===== src/hw/rtl/asp_pkg.sv =====
// Shared types, constants and step functions for the turret aim solver.
// Used by the channel interfaces, the cell modules and the top level.
package asp_pkg;

   localparam int MIN_DIST_MM_DEF = 100;
   localparam int ANGLE_ITER_DEF  = 16;
   localparam int TAB_LEN         = 24;
   localparam int FRAC_SHIFT      = 12;

   localparam int CSR_IDX_W = 8;
   localparam int CSR_DAT_W = 16;
   localparam logic [13:0] GRAVITY_RST = 14'd9800;

   localparam int ANG_W = 28;   // angle accumulator, 1/4096 centidegree
   localparam int CX_W  = 34;   // CORDIC x/y
   localparam int NUM_W = 56;   // pitch numerator / denominator
   localparam int N_W   = 42;   // sqrt radicand, h2 in Q8
   localparam int HQ_W  = 21;   // sqrt result
   localparam int MAG_W = 17;   // |rx|, |ry|

   localparam int QUARTER = 9000;
   localparam int HALF    = 18000;

   typedef enum logic [CSR_IDX_W-1:0] {
      REG_OFFSET_X = 8'd0,
      REG_OFFSET_Y = 8'd1,
      REG_OFFSET_Z = 8'd2,
      REG_GRAVITY  = 8'd3
   } csr_idx_type;

   typedef struct packed {
      logic too_close;
      logic no_sol;
      logic h2_zero;
      logic rz_pos;
      logic rz_neg;
      logic yaw_xneg;
      logic yaw_yneg;
      logic pit_yneg;
   } flag_type;

   typedef struct packed {
      logic [N_W-1:0] n;
      logic [N_W-1:0] res;
   } sq_type;

   typedef struct packed {
      logic signed [NUM_W-1:0] num;
      logic [31:0]             v2;
      logic [MAG_W-1:0]        yax;
      logic [MAG_W-1:0]        yay;
      flag_type                flags;
   } sq_side_type;

   typedef struct packed {
      logic [NUM_W-1:0] ax;
      logic [NUM_W-1:0] ay;
   } pair_type;

   typedef struct packed {
      logic [MAG_W-1:0] yax;
      logic [MAG_W-1:0] yay;
      flag_type         flags;
   } norm_side_type;

   typedef struct packed {
      logic signed [CX_W-1:0]  x;
      logic signed [CX_W-1:0]  y;
      logic signed [ANG_W-1:0] ang;
   } cordic_type;

   function automatic logic signed [ANG_W-1:0] atan_tab(input int idx);
      logic signed [ANG_W-1:0] r;
      unique case (idx)
         0:  r = 28'sd18432000;
         1:  r = 28'sd10881045;
         2:  r = 28'sd5749245;
         3:  r = 28'sd2918407;
         4:  r = 28'sd1464867;
         5:  r = 28'sd733147;
         6:  r = 28'sd366663;
         7:  r = 28'sd183343;
         8:  r = 28'sd91673;
         9:  r = 28'sd45837;
         10: r = 28'sd22918;
         11: r = 28'sd11459;
         12: r = 28'sd5730;
         13: r = 28'sd2865;
         14: r = 28'sd1432;
         15: r = 28'sd716;
         16: r = 28'sd358;
         17: r = 28'sd179;
         18: r = 28'sd90;
         19: r = 28'sd45;
         20: r = 28'sd22;
         21: r = 28'sd11;
         22: r = 28'sd6;
         23: r = 28'sd3;
         default: r = '0;
      endcase
      return r;
   endfunction

   // shift toward zero
   function automatic logic signed [CX_W-1:0] shr_tz(input logic signed [CX_W-1:0] v,
                                                     input int s);
      logic signed [CX_W-1:0] r;
      if (v[CX_W-1]) r = -((-v) >>> s);
      else r = v >>> s;
      return r;
   endfunction

   function automatic cordic_type cordic_step(input cordic_type c, input int i);
      cordic_type r;
      logic signed [CX_W-1:0] ty;
      logic signed [CX_W-1:0] tx;
      ty = shr_tz(c.y, i);
      tx = shr_tz(c.x, i);
      if (!c.y[CX_W-1]) begin
         r.x   = c.x + ty;
         r.y   = c.y - tx;
         r.ang = c.ang + atan_tab(i);
      end else begin
         r.x   = c.x - ty;
         r.y   = c.y + tx;
         r.ang = c.ang - atan_tab(i);
      end
      return r;
   endfunction

   // round, clamp and mirror into the quadrant
   function automatic logic signed [15:0] angle_out(input logic signed [ANG_W-1:0] ang,
                                                    input logic xneg, input logic yneg);
      logic [ANG_W-1:0]   a0;
      logic [ANG_W-1:0]   r;
      logic [15:0]        a;
      logic signed [15:0] s;
      a0 = ang[ANG_W-1] ? '0 : ang;
      r  = (a0 + ANG_W'(1 << (FRAC_SHIFT - 1))) >> FRAC_SHIFT;
      a  = (r > ANG_W'(QUARTER)) ? 16'(QUARTER) : r[15:0];
      s  = xneg ? 16'(HALF) - a : a;
      if (yneg) s = -s;
      return s;
   endfunction

endpackage


===== src/hw/rtl/asp_cordic_cell.sv =====
// One CORDIC vectoring cell, yaw and pitch lanes side by side.
// Depends on asp_pkg.
module asp_cordic_cell #(
   parameter int IDX = 0
) (
   input  logic                 clock,
   input  logic                 reset,
   input  logic                 en,
   input  logic                 in_valid,
   input  asp_pkg::cordic_type  in_yaw,
   input  asp_pkg::cordic_type  in_pit,
   input  asp_pkg::flag_type    in_flags,
   output logic                 out_valid,
   output asp_pkg::cordic_type  out_yaw,
   output asp_pkg::cordic_type  out_pit,
   output asp_pkg::flag_type    out_flags
);
   logic                valid_ff;
   asp_pkg::cordic_type yaw_ff, pit_ff;
   asp_pkg::flag_type   flags_ff;

   always_ff @(posedge clock) begin
      if (reset) begin
         valid_ff <= 1'b0;
      end else if (en) begin
         valid_ff <= in_valid;
      end
   end

   always_ff @(posedge clock) begin
      if (en) begin
         yaw_ff   <= asp_pkg::cordic_step(in_yaw, IDX);
         pit_ff   <= asp_pkg::cordic_step(in_pit, IDX);
         flags_ff <= in_flags;
      end
   end

   assign out_valid = valid_ff;
   assign out_yaw   = yaw_ff;
   assign out_pit   = pit_ff;
   assign out_flags = flags_ff;
endmodule


===== config.mk =====
export PLATFORM = sky130hd
export DESIGN_NAME = asp_cordic_cell
export DESIGN_NICKNAME = d
export VERILOG_FILES = /design/src/hw/rtl/asp_pkg.sv /design/src/hw/rtl/asp_cordic_cell.sv
export SDC_FILE = /design/constraint.sdc
export NUM_CORES = 1
export LEC_CHECK = 0
export ABC_AREA = 1
export ABC_CLOCK_PERIOD_IN_PS = 8150
export BUFFER_PORTS_ARGS = -buffer_cell sky130_fd_sc_hd__clkbuf_2
export CAP_MARGIN = 15
export CORE_MARGIN = 2
export CORE_UTILIZATION = 55
export CTS_CLUSTER_DIAMETER = 60
export DETAILED_ROUTE_END_ITERATION = 7
export PLACE_DENSITY = 0.8
export SYNTH_ARGS = -nofsm -noshare
export SYNTH_HDL_FRONTEND = slang
export SYNTH_SLANG_ARGS = --single-unit

===== constraint.sdc =====
create_clock -name clock -period 8.15 [get_ports clock]
set_clock_uncertainty 0.2 [all_clocks]
set_input_delay 1.63 -clock clock [delete_from_list [all_inputs] [get_ports clock]]
set_output_delay 1.63 -clock clock [all_outputs]
set_load 0.02 [all_outputs]

==> impl_metrics.tcl <==
set metrics [dict create \
    min-delay-start "out_valid$_SDFFE_PP0P_" \
    cts-resized-gates 0 \
    cpPeakStageDelay_ps 1040 \
    syn-cell-area_um2 20300 \
    overflow 0 \
    slew_violations 0 \
    cts_buffer_depth 2 \
    r2r-end "out_valid$_SDFFE_PP0P_" \
    dr.pass1.iters 8 \
    drt_iter0_markers 1859 \
    cts_setup_buffers 0 \
    synthAdderAreaFrac_pct 10.5 \
    avgSynthCellArea_um2 6.72 \
    hold_path_class "flop to flop" \
    synthXorXnorAreaFrac_pct 8.86 \
    cp_num_buf_inv 3 \
    cp.arrival_ps 5760 \
    period_share_pct 70.3 \
    postCtsHoldBufs 0 \
    power_density_nw_per_um2 180 \
    cp-startpoint "in_yaw[61]" \
    nets 3794 \
    utilization_pct 64.6 \
    yosys.area.top_type "edfxtp_1" \
    synth_nets 3386 \
    r2r-start "out_valid$_SDFFE_PP0P_" \
    endpoint_kind "flop" \
    syn_inst 3016 \
    cts_buffers 17 \
    max_freq_mhz 175 \
    rows 70 \
    grt_first_pass_wirelength_um 111000 \
    critical_path_cell_count 14 \
    seq_area_frac_synth_pct 29.5 \
    grt_max_degree 128 \
    grtUsageTotal_pct 37.2 \
    ys_seq_elements 199 \
    period_needed_ps 5730 \
    total_leakage_power_nw 12.2 \
    required_ps 8180 \
    port_buffers 404 \
    power_mw 4.23 \
    status "finished clean" \
    cts_tree "built" \
    layout-drive-gt1-share_pct 14.2 \
    yosysWarnings 0 \
    crit_type "primary input to flop" \
    crit_end "out_yaw[50]$_DFFE_PP_" \
    num_io_pins 405 \
    synth_cell_type_count 46 \
    cpMostUsedCell "nand2_1" \
    place_congestion 1.01 \
    wl_per_cell_um 18.4 \
    max-cap-violations 0 \
    start_util_pct 55.6 \
    grt_pass1_vias 20714 \
    crit_chain "clkbuf_2 > clkinv_1 > buf_4 > o21ai_0 > fa_1 > nand3_1 > nand2_1 > nand3_1 > nand2_1 > nand2_1 > nand2_1 > nand2_1 > nand3_1 > nand2_1" \
    place_ws_ps 2070 \
    drtAntennaViolNets 0 \
    regToRegSetupSlack_ps 7340 \
    synth.area.mux_share_pct 0.0494 \
    netlist_top_cells_area "edfxtp_1, nand2_1, ha_1" \
    r2r_cells 2 \
    setup_viol 0 \
    final_cell_area_um2 23500 \
    clockRootBuffer "clkbuf_16" \
    wl_um 72100 \
    rsz0062_at_grt "false" \
    peakVddDrop_v 0.000168 \
    slowest_stage "clkinv_1" \
    fillers 3335 \
    path_max_fanout 38 \
    htree_levels 4 \
    clk_pin_slew_ps 90 \
    start_kind "primary input" \
    synth_compound_area_share_pct 9.99 \
    die_h_um 196 \
    hold_violations 0 \
    antenna_found_initial 18 \
    dp_hpwl_um 60000 \
    relSlewSlack_pct 36.7 \
    via_per_inst 5.56 \
    cts_sinks 199 \
    hold_ws_ps 347 \
    drc 0 \
    timing.setup.tns_ps 0 \
    yosysTopAreaCellShare_pct 29.4 \
    fp.dieW_um 196 \
    dp.cells 3873 \
    cp_top_family "buffers and inverters" \
    core_um2 36400 \
    fp.dieArea_um2 38400 \
    place_area_um2 22800 \
    area_growth_pct 16.1 \
    fin_ws_ps 2420 \
    tightest_slew_ps 944 \
    fin_cells 3923 \
    synth_top_family_by_area "simple AND/OR/NAND/NOR gates" \
    yosys.area_share.simple_pct 31.8 \
    clock_latency_ps 470 \
    vias 21826 \
]
-- logic make-up after synthesis --
logic type	count (synthesis)
AO/OA/AOI/OAI	385
buffers and inverters	497
adder cells (fa/ha/maj)	166
XOR/XNOR	205
flip-flops	199
multiplexers	1
AND/OR/NAND/NOR	1563
-- layout make-up --
type | count | area, um^2 | area share (%)
diodes | 18 | 45.0 | 0.191
clock buffers | 17 | 425 | 1.81
clock inverters | 15 | 230 | 0.979
inverters | 478 | 1790 | 7.63
multi-input cells | 2320 | 12400 | 52.7
flip-flops and latches | 199 | 5970 | 25.4
well taps | 468 | 586 | 2.49
repair buffers | 408 | 2070 | 8.81
-- flip-flops by register name, summed over array words and instances (netlist names) --
register,count
out_valid,1
out_yaw,95
out_pit,95
out_flags,8
-- power breakdown --
| part | switching (mW) | leakage [nW] | internal [mW] | total (mW) |
|---|---|---|---|---|
| Sequential | 0.0708 | 1.94 | 1.37 | 1.44 |
| Combinational | 1.26 | 9.97 | 0.569 | 1.83 |
| Clock | 0.498 | 0.316 | 0.460 | 0.958 |
| Total | 1.83 | 12.2 | 2.40 | 4.23 |
-- worst min-delay path, cell delays in order (launching register included) --
cell	delay (ps)
dfxtp_1	320
mux2i_1	120
nor2_1	60
-- worst min-delay path by stage --
stage,to,cells past startpoint
finish,out_valid$_SDFFE_PP0P_,2
floorplan,out_valid$_SDFFE_PP0P_,2
detailed placement,out_valid$_SDFFE_PP0P_,2
global placement,out_valid$_SDFFE_PP0P_,2
global route,out_valid$_SDFFE_PP0P_,2
CTS,out_valid$_SDFFE_PP0P_,2
-- cell usage after synthesis, drive strengths merged --
| cell type | n |
|---|---|
| xnor2 | 31 |
| a211oi | 2 |
| clkinv | 1 |
| nand3 | 173 |
| a31oi | 10 |
| nor3b | 1 |
| or2 | 3 |
| edfxtp | 198 |
| xor2 | 174 |
| o21ai | 163 |
| nand4 | 38 |
| nor3 | 60 |
| o21bai | 12 |
| clkbuf | 4 |
| and2 | 2 |
| fa | 6 |
| a21oi | 188 |
| dfxtp | 1 |
| o211ai | 3 |
| nor2 | 375 |
| buf | 15 |
| nand3b | 5 |
| a21o | 2 |
| ha | 160 |
| mux2i | 1 |
| inv | 477 |
| o31ai | 5 |
| nand2 | 906 |
-- metal layers --
layer | GRT usage, % | routed length (um) | up-vias
li1 | - | - | 10579
met1 | 50.0 | 30200 | 9959
met2 | 59.0 | 32000 | 1136
met3 | 5.60 | 6690 | 152
met4 | 18.3 | 3220 | 0
met5 | 0 | 0 | -
-- placed cells by master, fill, tap and decap left out, types with 18 or more instances in the layout --
cell type / synthesis / layout
diode_2: 0 / 18
xor2_1: 174 / 174
ha_1: 160 / 160
nand3_1: 170 / 170
a21oi_1: 188 / 188
nor2_1: 355 / 355
xnor2_1: 31 / 31
inv_1: 474 / 474
edfxtp_1: 198 / 198
nor3_1: 56 / 56
nand2_1: 897 / 897
clkbuf_2: 0 / 403
nand4_1: 36 / 36
o21ai_0: 144 / 144
Power figures use the tool's default switching activity.
