===== config.mk =====
export PLATFORM = sky130hd
export DESIGN_NAME = asp_sqrt_cell
export DESIGN_NICKNAME = d
export VERILOG_FILES = /design/src/hw/rtl/asp_pkg.sv /design/src/hw/rtl/asp_sqrt_cell.sv
export SDC_FILE = /design/constraint.sdc
export NUM_CORES = 1
export LEC_CHECK = 0
export BUFFER_PORTS_ARGS = -buffer_cell sky130_fd_sc_hd__buf_2
export CAP_MARGIN = 15
export CORE_MARGIN = 1
export CORE_UTILIZATION = 35
export DETAILED_ROUTE_END_ITERATION = 12
export GPL_TIMING_DRIVEN = 0
export PLACE_DENSITY = 0.67
export RECOVER_POWER = 100
export REMOVE_ABC_BUFFERS = 1
export SYNTH_ARGS = -nofsm -noshare
export SYNTH_HDL_FRONTEND = slang
export SYNTH_SLANG_ARGS = --single-unit

===== constraint.sdc =====
create_clock -name clock -period 3.5 [get_ports clock]
set_input_delay 0.7 -clock clock [delete_from_list [all_inputs] [get_ports clock]]
set_output_delay 0.7 -clock clock [all_outputs]
set_load 0.02 [all_outputs]

===== src/hw/rtl/asp_pkg.sv =====
// Shared types, constants and step functions for the turret aim solver.
// Used by the channel interfaces, the cell modules and the top level.
package asp_pkg;

   localparam int MIN_DIST_MM_DEF = 100;
   localparam int ANGLE_ITER_DEF  = 16;
   localparam int TAB_LEN         = 24;
   localparam int FRAC_SHIFT      = 12;

   localparam int CSR_IDX_W = 8;
   localparam int CSR_DAT_W = 16;
   localparam logic [13:0] GRAVITY_RST = 14'd9800;

   localparam int ANG_W = 28;   // angle accumulator, 1/4096 centidegree
   localparam int CX_W  = 34;   // CORDIC x/y
   localparam int NUM_W = 56;   // pitch numerator / denominator
   localparam int N_W   = 42;   // sqrt radicand, h2 in Q8
   localparam int HQ_W  = 21;   // sqrt result
   localparam int MAG_W = 17;   // |rx|, |ry|

   localparam int QUARTER = 9000;
   localparam int HALF    = 18000;

   typedef enum logic [CSR_IDX_W-1:0] {
      REG_OFFSET_X = 8'd0,
      REG_OFFSET_Y = 8'd1,
      REG_OFFSET_Z = 8'd2,
      REG_GRAVITY  = 8'd3
   } csr_idx_type;

   typedef struct packed {
      logic too_close;
      logic no_sol;
      logic h2_zero;
      logic rz_pos;
      logic rz_neg;
      logic yaw_xneg;
      logic yaw_yneg;
      logic pit_yneg;
   } flag_type;

   typedef struct packed {
      logic [N_W-1:0] n;
      logic [N_W-1:0] res;
   } sq_type;

   typedef struct packed {
      logic signed [NUM_W-1:0] num;
      logic [31:0]             v2;
      logic [MAG_W-1:0]        yax;
      logic [MAG_W-1:0]        yay;
      flag_type                flags;
   } sq_side_type;

   typedef struct packed {
      logic [NUM_W-1:0] ax;
      logic [NUM_W-1:0] ay;
   } pair_type;

   typedef struct packed {
      logic [MAG_W-1:0] yax;
      logic [MAG_W-1:0] yay;
      flag_type         flags;
   } norm_side_type;

   typedef struct packed {
      logic signed [CX_W-1:0]  x;
      logic signed [CX_W-1:0]  y;
      logic signed [ANG_W-1:0] ang;
   } cordic_type;

   function automatic logic signed [ANG_W-1:0] atan_tab(input int idx);
      logic signed [ANG_W-1:0] r;
      unique case (idx)
         0:  r = 28'sd18432000;
         1:  r = 28'sd10881045;
         2:  r = 28'sd5749245;
         3:  r = 28'sd2918407;
         4:  r = 28'sd1464867;
         5:  r = 28'sd733147;
         6:  r = 28'sd366663;
         7:  r = 28'sd183343;
         8:  r = 28'sd91673;
         9:  r = 28'sd45837;
         10: r = 28'sd22918;
         11: r = 28'sd11459;
         12: r = 28'sd5730;
         13: r = 28'sd2865;
         14: r = 28'sd1432;
         15: r = 28'sd716;
         16: r = 28'sd358;
         17: r = 28'sd179;
         18: r = 28'sd90;
         19: r = 28'sd45;
         20: r = 28'sd22;
         21: r = 28'sd11;
         22: r = 28'sd6;
         23: r = 28'sd3;
         default: r = '0;
      endcase
      return r;
   endfunction

   // shift toward zero
   function automatic logic signed [CX_W-1:0] shr_tz(input logic signed [CX_W-1:0] v,
                                                     input int s);
      logic signed [CX_W-1:0] r;
      if (v[CX_W-1]) r = -((-v) >>> s);
      else r = v >>> s;
      return r;
   endfunction

   function automatic cordic_type cordic_step(input cordic_type c, input int i);
      cordic_type r;
      logic signed [CX_W-1:0] ty;
      logic signed [CX_W-1:0] tx;
      ty = shr_tz(c.y, i);
      tx = shr_tz(c.x, i);
      if (!c.y[CX_W-1]) begin
         r.x   = c.x + ty;
         r.y   = c.y - tx;
         r.ang = c.ang + atan_tab(i);
      end else begin
         r.x   = c.x - ty;
         r.y   = c.y + tx;
         r.ang = c.ang - atan_tab(i);
      end
      return r;
   endfunction

   // round, clamp and mirror into the quadrant
   function automatic logic signed [15:0] angle_out(input logic signed [ANG_W-1:0] ang,
                                                    input logic xneg, input logic yneg);
      logic [ANG_W-1:0]   a0;
      logic [ANG_W-1:0]   r;
      logic [15:0]        a;
      logic signed [15:0] s;
      a0 = ang[ANG_W-1] ? '0 : ang;
      r  = (a0 + ANG_W'(1 << (FRAC_SHIFT - 1))) >> FRAC_SHIFT;
      a  = (r > ANG_W'(QUARTER)) ? 16'(QUARTER) : r[15:0];
      s  = xneg ? 16'(HALF) - a : a;
      if (yneg) s = -s;
      return s;
   endfunction

endpackage


===== src/hw/rtl/asp_sqrt_cell.sv =====
// One restoring square-root cell: settles one result bit per stage.
// Depends on asp_pkg.
module asp_sqrt_cell #(
   parameter int K = 0
) (
   input  logic                 clock,
   input  logic                 reset,
   input  logic                 en,
   input  logic                 in_valid,
   input  asp_pkg::sq_type      in_sq,
   input  asp_pkg::sq_side_type in_side,
   output logic                 out_valid,
   output asp_pkg::sq_type      out_sq,
   output asp_pkg::sq_side_type out_side
);
   localparam logic [asp_pkg::N_W-1:0] BIT = asp_pkg::N_W'(1) << (asp_pkg::N_W - 2 - 2 * K);

   logic                 valid_ff;
   asp_pkg::sq_type      sq_ff, sq_in;
   asp_pkg::sq_side_type side_ff;
   logic [asp_pkg::N_W-1:0] trial;

   always_comb begin
      trial = in_sq.res + BIT;
      if (in_sq.n >= trial) begin
         sq_in.n   = in_sq.n - trial;
         sq_in.res = (in_sq.res >> 1) + BIT;
      end else begin
         sq_in.n   = in_sq.n;
         sq_in.res = in_sq.res >> 1;
      end
   end

   always_ff @(posedge clock) begin
      if (reset) begin
         valid_ff <= 1'b0;
      end else if (en) begin
         valid_ff <= in_valid;
      end
   end

   always_ff @(posedge clock) begin
      if (en) begin
         sq_ff   <= sq_in;
         side_ff <= in_side;
      end
   end

   assign out_valid = valid_ff;
   assign out_sq    = sq_ff;
   assign out_side  = side_ff;
endmodule


==> key figures <==
Outcome
  – Status: complete, but fails checks
  – Failing checks: max-capacitance violations, max-slew violations

Placed design
  – Detailed placement HPWL: 24,640 µm
  – GP Congestion: 0.8805
  – Input/output buffers: 432
  – Dpl cells: 1,510

Global route
  – Gr usage total: 0.2148
  – Largest net degree at the start of global routing: 123
  – Vias in the first global route: 7,468
  – Grt total ovfl: 0
  – Antenna violations before repair: 17
  – First-pass GRT wire length: 45,570 µm

Routing
  – Post-route ant nets: 0
  – Via Count: 7,820
  – Vias per cell: 5.010
  – Drt first-iter violations: 599
  – DRC: 0
  – Avg WL per Cell: 20.53 µm
  – Detailed Routing Iterations Pass 1: 5
  – Routed wire length: 32,050 µm

CTS
  – Clock buffer depth: 3
  – Root Driver: clkbuf_16
  – Clock transition at path regs: 60 ps
  – CTS Sinks: 215
  – Hold buffers post-CTS: 0
  – Worst-Skew Late Latency: 530 ps
  – CTS tree: built
  – H-Tree Depth: 1
  – Total CTS buffers: 26

Hold path
  – HP Start: reset
  – Worst Hold Depth: 2
  – WHS Endpoint: out_valid
  – Hold Crit Class: in -> reg

Yosys
  – Multiplexer share of the synthesized area: 0.01148
  – Synth warn: 0
  – Largest family of logic cells by synthesized area: compound AO/OA/AOI/OAI gates
  – Top cells by area, synth: edfxtp_1 66%, ha_1 5.4%, a21oi_1 3.8%
  – XOR/XNOR share of the synthesized area: 0.02980
  – Synth top area share: 0.6625
  – #FFs+latches synth: 215
  – Syn_area_per_cell: 13.20 µm²
  – Post-synthesis adder-cell area fraction: 0.05624
  – Mapped cell area: 0.009699 mm²
  – Async S/R FF share, synth: 0
  – Dominant synthesized flop cell: edfxtp_1
  – Sequential-to-total area share from yosys stat: 0.6646
  – Leading area contributor after synthesis: edfxtp_1
  – EDFF count, synth: 214
  – Top-count cell post-synth: edfxtp_1
  – Synth cell types: 59
  – Synth Area in Simple Gates: 0.07650
  – Top cells by count, synth: 214 x edfxtp_1, 74 x a21oi_1, 69 x nor2_1
  – Post-synthesis compound-gate area fraction: 0.1237
  – Post-Synthesis Cells: 735

Floorplan
  – Die height: 168.5 µm
  – IO Pins: 433
  – Core area: 0.02710 mm²
  – Die Footprint: 0.02838 mm²
  – Die width: 168.5 µm
  – Starting density of the core: 0.3579
  – FP Rows: 60

Finish
  – Area grow syn2layout: 31.79%
  – Fraction of layout cells with a size suffix above 1: 0.2071
  – Layout net count: 1,429
  – # fillers: 2,573
  – Final core occ: 0.4717
  – FF/Latch Area: 0.006446 mm²
  – Non-filler cells, final: 1,561
  – Multi-input gate area: 0.002908 mm²

Setup path
  – Crit path required time: 3780 ps
  – Reg2Reg Setup Slack: 2870 ps
  – Largest fanout on the critical path: 13
  – Crit path launch type: primary input
  – Critical Path AT: 3580 ps
  – RR Endpoint: out_valid
  – Worst r2r path cells: 2
  – Worst R2R Start: out_valid
  – Crit path capture type: flip-flop
  – Critical path type: in -> reg

Timing
  – Final Hold Viols: 0
  – Clock Skew: 0 ps
  – Final setup vio count: 0
  – Slew Limit Fails: 94
  – FMAX: 0.3032 GHz
  – Fin crit period: 3298 ps
  – Hold WS: 316.7 ps
  – Slew margin rel.: -0.6618
  – Period Utilization, post-route: 0.9423
  – Unrepaired setup endpoints after global routing: false
  – Slew at the pin closest to its max-slew limit: 2493 ps

Flow run
  – Max-cap viol count: 1

Pwr
  – Maximum vdd drop: 0.4044 mV
  – Power per cell area: 566.1 mW/mm²
  – LEAKAGE: 5.095 nW
-- cell type report --
| type | instances | share of cell area |
|---|---|---|
| repair buffers | 435 | 0.1502 |
| clock inverters | 17 | 0.01292 |
| inverters | 55 | 0.01615 |
| clock buffers | 31 | 0.05237 |
| flip-flops and latches | 215 | 0.5043 |
| multi-input cells | 435 | 0.2275 |
| well taps | 372 | 0.03641 |
| diodes | 1 | 0.0001958 |
-- cell families (layout without fill, tap and decap cells) --
logic type / count (synthesis) / count (layout)
AND/OR/NAND/NOR: 165 / 166
XOR/XNOR: 33 / 33
buffers and inverters: 86 / 538
multiplexers: 10 / 10
flip-flops: 215 / 215
AO/OA/AOI/OAI: 183 / 183
other: 0 / 1
adder cells (fa/ha/maj): 43 / 43
-- metal layers --
metal / wire length [µm] / global-route usage
met3: 2855 / 0.06874
met2: 15420 / 0.3570
met1: 12710 / 0.2640
met4: 950 / 0.07194
met5: 110 / 0
-- report_power, final --
| part | leakage (nW) | total [mW] | switching [mW] | internal (mW) |
|---|---|---|---|---|
| logic | 2.59 | 1.39 | 0.947 | 0.444 |
| clock network | 0.406 | 2.65 | 1.07 | 1.58 |
| registers | 2.10 | 3.19 | 0.0661 | 3.13 |
| total | 5.10 | 7.24 | 2.08 | 5.15 |
-- placed cells by master, fill, tap and decap left out, types with 7 or more instances in the layout --
master     count
inv_1         55
nor3_1         9
nor2_1        68
nand2_1       40
a21oi_1       74
ha_1          42
clkbuf_1     243
o21ai_0       19
a21o_1        25
nand3_1       12
clkinv_1       7
clkbuf_16     26
buf_2        193
o21bai_1       7
nand4_1       15
edfxtp_1     214
xor2_1         7
xnor2_1       26
-- through the flow --
| step | setup TNS [ps] | cell area (µm²) | power [mW] | worst slack (ps) |
|---|---|---|---|---|
| floorplan | -22890 | 9540 | 4.079 | -727.3 |
| global placement | -319390 | 12170 | 4.681 | -1709 |
| detailed placement | -13250 | 12230 | 4.687 | -531.7 |
| CTS | 0 | 13060 | 7.361 | 30.68 |
| global route | 0 | 12780 | 7.521 | 59.32 |
| finish | 0 | 12780 | 7.236 | 201.9 |
-- state kept, by name, summed over array words and instances (netlist names) --
signal	cells
out_side	130
out_valid	1
out_sq	84
-- timing repair --
action,CTS,global route
buffers inserted,0,1
resized for setup,0,4
setup endpoints to repair,0,14
hold endpoints to repair,0,0
-- how the worst max path moves through the flow --
| stage | from | end | slack [ps] | cells past startpoint |
|---|---|---|---|---|
| 2_1_floorplan | in_sq[42] | out_sq[45] | -730 | 11 |
| 3_3_place_gp | in_sq[0] | out_sq[77] | -1710 | 12 |
| 3_5_place_dp | in_sq[42] | out_sq[43] | -530 | 12 |
| 4_1_cts | in_sq[0] | out_sq[52] | 30 | 12 |
| 5_1_grt | in_sq[42] | out_sq[46] | 60 | 13 |
| 6_report | in_sq[0] | out_sq[46] | 200 | 12 |
-- critical path: stages --
cell and delay, ps:
buf_2 100, ha_1 210, inv_1 70, fa_1 200, a21o_1 150, a31oi_1 130, or4_4 560, a21o_1 240
a31oi_2 320, or2_0 260, buf_4 260, mux2_2 360
(Power assumes the default switching activity.)
