## src/hw/rtl/asp_pkg.sv

```systemverilog
// Shared types, constants and step functions for the turret aim solver.
// Used by the channel interfaces, the cell modules and the top level.
package asp_pkg;

   localparam int MIN_DIST_MM_DEF = 100;
   localparam int ANGLE_ITER_DEF  = 16;
   localparam int TAB_LEN         = 24;
   localparam int FRAC_SHIFT      = 12;

   localparam int CSR_IDX_W = 8;
   localparam int CSR_DAT_W = 16;
   localparam logic [13:0] GRAVITY_RST = 14'd9800;

   localparam int ANG_W = 28;   // angle accumulator, 1/4096 centidegree
   localparam int CX_W  = 34;   // CORDIC x/y
   localparam int NUM_W = 56;   // pitch numerator / denominator
   localparam int N_W   = 42;   // sqrt radicand, h2 in Q8
   localparam int HQ_W  = 21;   // sqrt result
   localparam int MAG_W = 17;   // |rx|, |ry|

   localparam int QUARTER = 9000;
   localparam int HALF    = 18000;

   typedef enum logic [CSR_IDX_W-1:0] {
      REG_OFFSET_X = 8'd0,
      REG_OFFSET_Y = 8'd1,
      REG_OFFSET_Z = 8'd2,
      REG_GRAVITY  = 8'd3
   } csr_idx_type;

   typedef struct packed {
      logic too_close;
      logic no_sol;
      logic h2_zero;
      logic rz_pos;
      logic rz_neg;
      logic yaw_xneg;
      logic yaw_yneg;
      logic pit_yneg;
   } flag_type;

   typedef struct packed {
      logic [N_W-1:0] n;
      logic [N_W-1:0] res;
   } sq_type;

   typedef struct packed {
      logic signed [NUM_W-1:0] num;
      logic [31:0]             v2;
      logic [MAG_W-1:0]        yax;
      logic [MAG_W-1:0]        yay;
      flag_type                flags;
   } sq_side_type;

   typedef struct packed {
      logic [NUM_W-1:0] ax;
      logic [NUM_W-1:0] ay;
   } pair_type;

   typedef struct packed {
      logic [MAG_W-1:0] yax;
      logic [MAG_W-1:0] yay;
      flag_type         flags;
   } norm_side_type;

   typedef struct packed {
      logic signed [CX_W-1:0]  x;
      logic signed [CX_W-1:0]  y;
      logic signed [ANG_W-1:0] ang;
   } cordic_type;

   function automatic logic signed [ANG_W-1:0] atan_tab(input int idx);
      logic signed [ANG_W-1:0] r;
      unique case (idx)
         0:  r = 28'sd18432000;
         1:  r = 28'sd10881045;
         2:  r = 28'sd5749245;
         3:  r = 28'sd2918407;
         4:  r = 28'sd1464867;
         5:  r = 28'sd733147;
         6:  r = 28'sd366663;
         7:  r = 28'sd183343;
         8:  r = 28'sd91673;
         9:  r = 28'sd45837;
         10: r = 28'sd22918;
         11: r = 28'sd11459;
         12: r = 28'sd5730;
         13: r = 28'sd2865;
         14: r = 28'sd1432;
         15: r = 28'sd716;
         16: r = 28'sd358;
         17: r = 28'sd179;
         18: r = 28'sd90;
         19: r = 28'sd45;
         20: r = 28'sd22;
         21: r = 28'sd11;
         22: r = 28'sd6;
         23: r = 28'sd3;
         default: r = '0;
      endcase
      return r;
   endfunction

   // shift toward zero
   function automatic logic signed [CX_W-1:0] shr_tz(input logic signed [CX_W-1:0] v,
                                                     input int s);
      logic signed [CX_W-1:0] r;
      if (v[CX_W-1]) r = -((-v) >>> s);
      else r = v >>> s;
      return r;
   endfunction

   function automatic cordic_type cordic_step(input cordic_type c, input int i);
      cordic_type r;
      logic signed [CX_W-1:0] ty;
      logic signed [CX_W-1:0] tx;
      ty = shr_tz(c.y, i);
      tx = shr_tz(c.x, i);
      if (!c.y[CX_W-1]) begin
         r.x   = c.x + ty;
         r.y   = c.y - tx;
         r.ang = c.ang + atan_tab(i);
      end else begin
         r.x   = c.x - ty;
         r.y   = c.y + tx;
         r.ang = c.ang - atan_tab(i);
      end
      return r;
   endfunction

   // round, clamp and mirror into the quadrant
   function automatic logic signed [15:0] angle_out(input logic signed [ANG_W-1:0] ang,
                                                    input logic xneg, input logic yneg);
      logic [ANG_W-1:0]   a0;
      logic [ANG_W-1:0]   r;
      logic [15:0]        a;
      logic signed [15:0] s;
      a0 = ang[ANG_W-1] ? '0 : ang;
      r  = (a0 + ANG_W'(1 << (FRAC_SHIFT - 1))) >> FRAC_SHIFT;
      a  = (r > ANG_W'(QUARTER)) ? 16'(QUARTER) : r[15:0];
      s  = xneg ? 16'(HALF) - a : a;
      if (yneg) s = -s;
      return s;
   endfunction

endpackage

```

## src/hw/rtl/asp_norm_cell.sv

```systemverilog
// One normalizing cell: shifts both magnitudes right by SH when still too wide.
// Depends on asp_pkg.
module asp_norm_cell #(
   parameter int SH = 1
) (
   input  logic                   clock,
   input  logic                   reset,
   input  logic                   en,
   input  logic                   in_valid,
   input  asp_pkg::pair_type      in_pair,
   input  asp_pkg::norm_side_type in_side,
   output logic                   out_valid,
   output asp_pkg::pair_type      out_pair,
   output asp_pkg::norm_side_type out_side
);
   logic                   valid_ff;
   asp_pkg::pair_type      pair_ff, pair_in;
   asp_pkg::norm_side_type side_ff;
   logic [asp_pkg::NUM_W-1:0] m;

   always_comb begin
      m = in_pair.ax | in_pair.ay;
      if (|m[asp_pkg::NUM_W-1:29+SH]) begin
         pair_in.ax = in_pair.ax >> SH;
         pair_in.ay = in_pair.ay >> SH;
      end else begin
         pair_in = in_pair;
      end
   end

   always_ff @(posedge clock) begin
      if (reset) begin
         valid_ff <= 1'b0;
      end else if (en) begin
         valid_ff <= in_valid;
      end
   end

   always_ff @(posedge clock) begin
      if (en) begin
         pair_ff <= pair_in;
         side_ff <= in_side;
      end
   end

   assign out_valid = valid_ff;
   assign out_pair  = pair_ff;
   assign out_side  = side_ff;
endmodule

```

## config.mk

```make
export PLATFORM = sky130hd
export DESIGN_NAME = asp_norm_cell
export DESIGN_NICKNAME = d
export VERILOG_FILES = /design/src/hw/rtl/asp_pkg.sv /design/src/hw/rtl/asp_norm_cell.sv
export SDC_FILE = /design/constraint.sdc
export NUM_CORES = 1
export LEC_CHECK = 0
export BUFFER_PORTS_ARGS = -buffer_cell sky130_fd_sc_hd__buf_2
export CORE_ASPECT_RATIO = 1.25
export CORE_UTILIZATION = 38
export CTS_BUF_LIST = sky130_fd_sc_hd__clkbuf_8
export DETAILED_ROUTE_END_ITERATION = 10
export PLACE_DENSITY = 0.7
export REMOVE_ABC_BUFFERS = 1
export SYNTH_ARGS = -nofsm -noshare
export SYNTH_HDL_FRONTEND = slang
export SYNTH_SLANG_ARGS = --single-unit
export TNS_END_PERCENT = 100
```

## constraint.sdc

```tcl
create_clock -name clock -period 3.45 [get_ports clock]
set_clock_uncertainty 0.1 [all_clocks]
set_input_delay 0.69 -clock clock [delete_from_list [all_inputs] [get_ports clock]]
set_output_delay 0.69 -clock clock [all_outputs]
set_load 0.02 [all_outputs]
```

==> impl.org, run 1 <==
** Yosys
- The share of synthesized area in the top cell type comes to 0.8100.
- After synthesis the netlist holds a flip-flop and latch count of 155.
- Ranking of synthesized cells by area :: sky130_fd_sc_hd__edfxtp_1 81%, sky130_fd_sc_hd__mux2_2 10%, sky130_fd_sc_hd__clkbuf_1 3.3%
- Post-synthesis sequential area ratio :: 0.8135
- Post-synthesis async set-or-reset flop share :: 0
- EDFF count, synth :: 154
- YS warnings :: 0
- Synthesized netlist cell count :: 292
- Avg Cell Area, Syn :: 19.55 um2
- Post-synthesis cell type with the largest combined area :: sky130_fd_sc_hd__edfxtp_1
- The mapped netlist covers 5709 um2.
- Most instantiated library cell after synthesis :: sky130_fd_sc_hd__edfxtp_1
- For this run, the leading register cell type out of synthesis is sky130_fd_sc_hd__edfxtp_1.
- Count of cell types in the netlist :: 15
- Post-synth top cells :: 154 x sky130_fd_sc_hd__edfxtp_1, 52 x sky130_fd_sc_hd__mux2_2, 50 x sky130_fd_sc_hd__clkbuf_1

** Detailed routing
- After detailed routing, the average wire length per cell comes to 17.44 um.
- Drt pass-1 iters :: 7
- Once detail routing completed, the nets flagged for antenna violations numbered 0.
- Detailed-route via count :: 3588
- For this block, the initial DRC count from the detailed router was 248.
- Via/cell ratio :: 4.702
- In the routed design, unresolved DRC markers number 23.
- The routed design has 13.30 mm of wire.

** Worst setup path
- Along the worst path, the maximum fanout reaches 60.
- The worst setup path is launched from a primary input.
- Required time reported for the critical path endpoint :: 3.53 ns
- Measured in cells, the most critical reg-to-reg path has a length of 2.
- Critical path data arrival time :: 2.61 ns
- Critical path cell sequence :: buf_2 -> nor4_1 -> nand4_1 -> nor4_4 -> buf_12 -> mux2_2
- The worst setup path is captured at a flip-flop.
- By startpoint and endpoint, the worst setup path is classified as primary input to flip-flop.
- Highest cell delay on the worst timing path :: 0.46 ns
- Among all stages on the critical path, the largest delay is contributed by sky130_fd_sc_hd__nor4_1.

** Floorplan
- Row count :: 49
- DIE HEIGHT :: 139.0 um
- The initial utilization of the core area, before any placement, comes to 0.3929.
- The die covers 15520 um2.
- Die width :: 111.6 um
- Number of primary I/O pins :: 313
- The region available for standard cell placement spans 14530 um2.

** STA
- Shortest period the worst path allows :: 2.530 ns
- The number of hold-slack violations in the final timing report was 0.
- Summed over all failing endpoints, the final setup total negative slack is 0 ns.
- In this run the tightest slew margin relative to its limit is 0.6476.
- At the pin with the least slew margin, the transition time is 0.5285 ns.
- Timing would allow up to 0.3952 GHz.
- Unrepaired setup endpoints after global routing :: no
- Worst setup slack after layout :: 0.9196 ns
- Max-slew violation count :: 0
- Dividing the final minimum period by the clock period gives 0.7335.
- Setup violations remaining at the end of the flow were counted as 0.

** Power and ir drop
- Maximum resistive drop on vdd :: 0.0003016 V
- Power per cell area :: 531.2 nW/um2
- In this run the power spent charging and discharging nets is 1.026 mW.
- Of the total power, combinational logic draws 0.128.
- Total power for the finished layout comes to 4.076 mW.
- Switching share of power :: 0.2518
- Internal power comes to 3.049 mW.
- Leak Pwr :: 3.219 nW
- Clk network pwr share :: 0.315
- Of the total power, registers draw 0.556.

** Layout
- Summing all flip-flop and latch instances after layout gives 4644 um2.
- Fin area :: 7672 um2
- Area occupied by multi-input gates :: 813.3 um2
- Share of the core filled with cells in the final layout :: 0.5280
- Post-layout net count :: 730
- Relative to the synthesized area, the layout overhead comes to 34.39%.
- Layout fillers :: 1266
- Of the cells placed in the final design, the portion with a size suffix greater than 1 is 0.6735.
- Diodes inserted :: 0

** Clock network
- The clock net in this run drives a total of 155 sinks.
- Number of buffers added by the clock tree synthesis step :: 17
- Number of post-CTS setup repair buffers :: 0
- Clock transition at the registers of the reported paths :: 0.08 ns
- Cell chosen for the clock root :: sky130_fd_sc_hd__clkbuf_8
- The later pin in the worst-skew pair is clocked with a latency of 0.43 ns.
- TritonCTS built the clock tree.
- Hold repair after CTS inserted 0 buffers.
- The H-tree was split into 4 levels.
- Maximum clock insertion buffer count :: 2
- Post-CTS repair changed the size of 0 cells.

** Outcome
- Violated checks :: design-rule violations
- Run status :: complete, but fails checks

** Global routing
- In the global route stage, overall resource usage came out at 0.1731.
- Largest net degree at the start of global routing :: 65
- The first global-routing pass estimated 20.15 mm of wire.
- GR Overflow Total :: 0
- Initial antenna violation count :: 1
- Via count of the first global-routing pass :: 3842

** Place
- After legalization and detailed placement, the total HPWL measured 9.968 mm.
- Input and output buffers added on the ports amount to 312.
- Minimum setup slack after placement :: 0.4546 ns
- Area of placed instances :: 7303 um2
- Final Wtd Congestion :: 0.8304

** Min path
- Counting instances, the worst hold path has a depth of 2.
- The tightest min-delay check is of the primary input to flip-flop type.

** Job
- Max cap viols :: 0
## cell type report
class | count | area share
Tap cell | 178 | 0.02903
Multi-Input combinational cell | 82 | 0.1060
Sequential cell | 155 | 0.6053
Timing Repair Buffer | 316 | 0.2115
Clock inverter | 15 | 0.01761
Clock buffer | 17 | 0.03050
## critical path: cells and delay by family
family | cells | cell delay, ns
buf+inv | 2 | 0.42
mux | 1 | 0.38
simple gates | 3 | 1.05
## cells by family (layout without fill, tap and decap cells)
logic type	count (synthesis)	count (layout)	share of synthesized area
mux	59	59	0.1162
other cells	1	2	0.0006568
flops	155	155	0.8135
buf+inv	56	348	0.04471
compound gates	2	2	0.002629
simple gates	19	19	0.02235
## power groups by stage
stage	Sequential (mW)	Combinational, mW	Clock (mW)
global route	2.28	0.552	1.40
CTS	2.27	0.527	1.33
global placement	2.31	0.516	0
detailed placement	2.31	0.527	0
finish	2.27	0.523	1.29
floorplan	2.51	0.0341	0
## per-stage QoR
stage	cells	hold WS, ns
after floorplan	237	0.4788
after global placement	731	0.3713
after detailed placement	731	0.4259
after CTS	763	0.2773
after global routing	763	0.2700
final	763	0.3173
## layer usage
layer / wire, um / up-vias / part of all wire / global-route usage
li1: - / 1644 / - / -
met1: 4829 / 1720 / 0.36 / 0.1822
met2: 7027 / 197 / 0.53 / 0.3024
met3: 1143 / 25 / 0.086 / 0.07080
met4: 294 / 2 / 0.022 / 0.07468
met5: 10 / - / 0.00075 / 0
## registers in the layout, summed over array words and instances, names as in the netlist
register / count
out_valid: 1
out_pair: 112
out_side: 42
## cell usage in the layout (no fill, tap or decap), drive strengths merged
cell type,instances
mux2,58
nand2,1
nand4,2
nand3,1
clkbuf,17
edfxtp,154
nor4,14
inv,4
clkinvlp,3
mux2i,1
clkinv,6
a21o,2
buf,316
nor2,1
conb,2
bufinv,2
dfxtp,1
## worst paths after layout
kind,startpoint,end,slack [ns]
setup reg to reg,out_valid,out_valid,2.73
hold / removal,reset,out_valid,0.32
setup / recovery,in_pair[39],out_pair[81],0.92
hold reg to reg,out_valid,out_valid,0.44
No activity file was read; power rests on OpenSTA's default activity.
==> inputs of run 2 (changes only) <==
Clock period 3.45 ns to 2.35 ns, I/O delays scaled along.
==> run 2 against run 1 <==
Against the previous run: the run still ends with design-rule violations left; sequential cell count did not move; critical path depth grew 2; clock-buffer cell count unchanged; via count grew 0.45%; critical endpoint is now out_pair[65]; largest cell class unchanged; worst setup slack got worse by 0.81 ns; global-route usage about the same.
==> impl.org, run 2 (synthesis results as in run 1) <==
** Outcome
- The run finished, with violations left.
- Violated checks :: design-rule violations

** Power and ir drop
- Power per cell area :: 808.0 nW/um2 (+52%)
- The static leakage was 3.329 nW (+3.4%).
- Maximum resistive drop on vdd :: 0.0003526 V (+17%)

** Clock network
- Cell chosen for the clock root :: sky130_fd_sc_hd__clkbuf_8
- The number of hold buffers added after cts came to 0 (unchanged).
- The number of H-tree levels was 4 (unchanged).
- The quantity of gates resized following cts was 0 (unchanged).
- Clock tree from TritonCTS :: built
- The maximum root-to-sink buffer count was 2 (unchanged).
- The clock slew seen by the registers of the worst setup and hold paths came to 0.09 ns (about the same).
- The clock latency of the later-clocked register in the worst-skew pair was 0.44 ns (about the same).
- Number of buffers added by the clock tree synthesis step :: 17 (unchanged)
- Number of post-CTS setup repair buffers :: 0 (unchanged)
- The number of clock sinks seen by CTS came to 155 (unchanged).

** Layout
- Area Overhead vs Synth :: 38.09%
- Post-layout net count :: 743 (+1.8%)
- The number of flip-flops under the largest register name came to 112 (unchanged).
- Diodes inserted :: 0 (unchanged)
- The share of cells above drive strength 1 was 0.6918 (+0.01829).
- Sequential cell area in the final layout :: 4644 um2 (unchanged)
- Most common cell after layout, fill and taps aside :: sky130_fd_sc_hd__buf_2
- In the layout the commonest cells are 311 x sky130_fd_sc_hd__buf_2, 154 x sky130_fd_sc_hd__edfxtp_1, 52 x sky130_fd_sc_hd__mux2_2.
- Area occupied by multi-input gates :: 819.5 um2 (+0.77%)
- The fill cell instance count of the final layout is 1216 (-3.9%).

** Worst setup path
- The endpoint arrival time on the critical path is 2.32 ns (-0.29 ns).
- On the critical path, the stage with the largest delay is an instance of sky130_fd_sc_hd__nor4_4.
- Highest cell delay on the worst timing path :: 0.37 ns (-0.09 ns)
- R2R Setup Slk :: 1.64 ns (-1.09 ns)
- Biggest fanout along the worst timing path :: 20 (-67%)
- Combined buffer and inverter count along the critical path :: 4 (+2)
- The worst setup path is captured at a flip-flop.
- Category of cells accounting for the largest share of critical-path delay :: simple AND/OR/NAND/NOR gates
- The worst register-to-register path begins at out_valid.
- The worst register-to-register path ends at out_valid.
- Kind of launch point of the worst setup path :: primary input
- The logic depth of the worst register-to-register path is 2 (unchanged).
- Required time reported for the critical path endpoint :: 2.43 ns (-1.10 ns)
- Traced cell by cell, the critical path runs through buf_2 -> nor4_2 -> buf_4 -> nand4_1 -> nor4_4 -> buf_4 -> buf_12 -> mux2_2.
- Worst setup path class :: primary input to flip-flop
- Among the stages of the critical path, the cell type that occurs most often is sky130_fd_sc_hd__buf_4.

** Place
- Half-perimeter wire length after detailed placement :: 10.22 mm (+2.5%)
- The weighted congestion reported at the end of routability-driven placement is 0.8138 (-2.0%).
- The port buffer count is 312 (unchanged).

** Floorplan
- The floorplan die area came to 15520 um2 (unchanged).
- The core area is 14530 um2 (unchanged).
- The height of the chip is 139.0 um (unchanged).
- Row count :: 49 (unchanged)
- The total I/O pin count was 313 (unchanged).
- The initial core utilization came to 0.3929 (unchanged).
- The die outline width is 111.6 um (unchanged).

** Global routing
- Largest net degree at the start of global routing :: 55 (-15%)
- The overall fraction of global-route tracks in use is 0.1728 (-0.0002495).
- Initial antenna violation count :: 0 (-1)
- The first-pass GRT wire length was 20.17 mm (about the same).
- The number of global-route vias before repair came to 3883 (+1.1%).
- GR Overflow Total :: 0 (unchanged)

** Detailed routing
- The via density per instance was 4.650 (-1.1%).
- Per-cell routed wire length :: 17.35 um (-0.52%)
- Wire length reported by the detailed router :: 13.44 mm (+1.0%)
- DRC violation count after routing :: 23 (unchanged)
- Highest signal layer in the routed design :: met4
- The routed length on met3 came to 1.035 mm (-9.4%).
- Drt pass-1 iters :: 7 (unchanged)
- The total length of routed met2 wires came to 7.192 mm (+2.3%).
- The number of DRC markers in iteration 0 is 232 (-6.5%).
- The post-route antenna net violation count is 0 (unchanged).
- WL met1 :: 4.957 mm (+2.7%)
- Detailed-route via count :: 3604 (+0.45%)

** Job
- Max cap viols :: 0 (unchanged)

** Min path
- The count of cells along the worst hold path came to 2 (unchanged).
- For hold timing, the worst endpoint is out_valid.
- The min-delay analysis places its worst path in the category primary input to flip-flop.
- The worst hold path begins at reset.

** STA
- Unrepaired setup endpoints after global routing :: no
- Crit share post-route :: 0.9529
- The number of hold-slack violations in the final timing report came to 0 (unchanged).
- Max Clock Freq :: 0.4466 GHz
- Number of setup violations in the final report :: 0 (unchanged)
- Sum of negative setup slack :: 0 ns (unchanged)
- The final max-slew violation count came to 0 (unchanged).
- Final worst hold slack :: 0.07467 ns (-0.2426 ns)
- The clock period could shrink to 2.239 ns.
-- run 2: per-stage QoR --
stage | power (mW) | instances | worst slack, ns | cell area, um2 | utilization
floorplan | 3.736 | 237 | -1.367 | 5458 | -
global placement | 4.159 | 744 | -0.4308 | 7426 | 0.5111
detailed placement | 4.180 | 744 | -0.3917 | 7426 | 0.5111
CTS | 6.456 | 775 | 0.06493 | 7878 | 0.5422
global route | 6.607 | 775 | 0.02643 | 7884 | 0.5426
finish | 6.370 | 775 | 0.1107 | 7884 | 0.5426
-- run 2: metal layers --
layer,vias to the layer above,global-route usage
li1,1674,-
met1,1725,0.1838
met2,183,0.3086
met3,22,0.06031
met4,0,0.07255
met5,-,0
-- run 2: area by class of cell --
cell class                 count  share of cell area
sequential                   155              0.5891
tap                          178             0.02825
multi-input combinational     82              0.1040
clock buffer                  17             0.02968
timing repair buffer         329              0.2214
clock inverter                14             0.02761
-- run 2: how the worst max path moves through the flow --
stage | start | to | cells past startpoint
4_1_cts | in_pair[39] | out_pair[65] | 8
3_5_place_dp | in_pair[39] | out_pair[65] | 8
3_3_place_gp | in_pair[39] | out_pair[60] | 8
6_report | in_pair[39] | out_pair[65] | 8
5_1_grt | in_pair[39] | out_pair[63] | 8
2_1_floorplan | in_pair[39] | out_pair[10] | 4
-- run 2: power breakdown --
group,internal (mW),switching (mW)
clock network,1.27,0.996
logic,0.285,0.491
registers,3.28,0.0549
total,4.83,1.54
-- run 2: worst reg2reg max path, cell delays in order, from the launching register on --
cell and delay, ns:
sky130_fd_sc_hd__dfxtp_1 0.32, sky130_fd_sc_hd__mux2i_1 0.14, sky130_fd_sc_hd__nor2_1 0.06
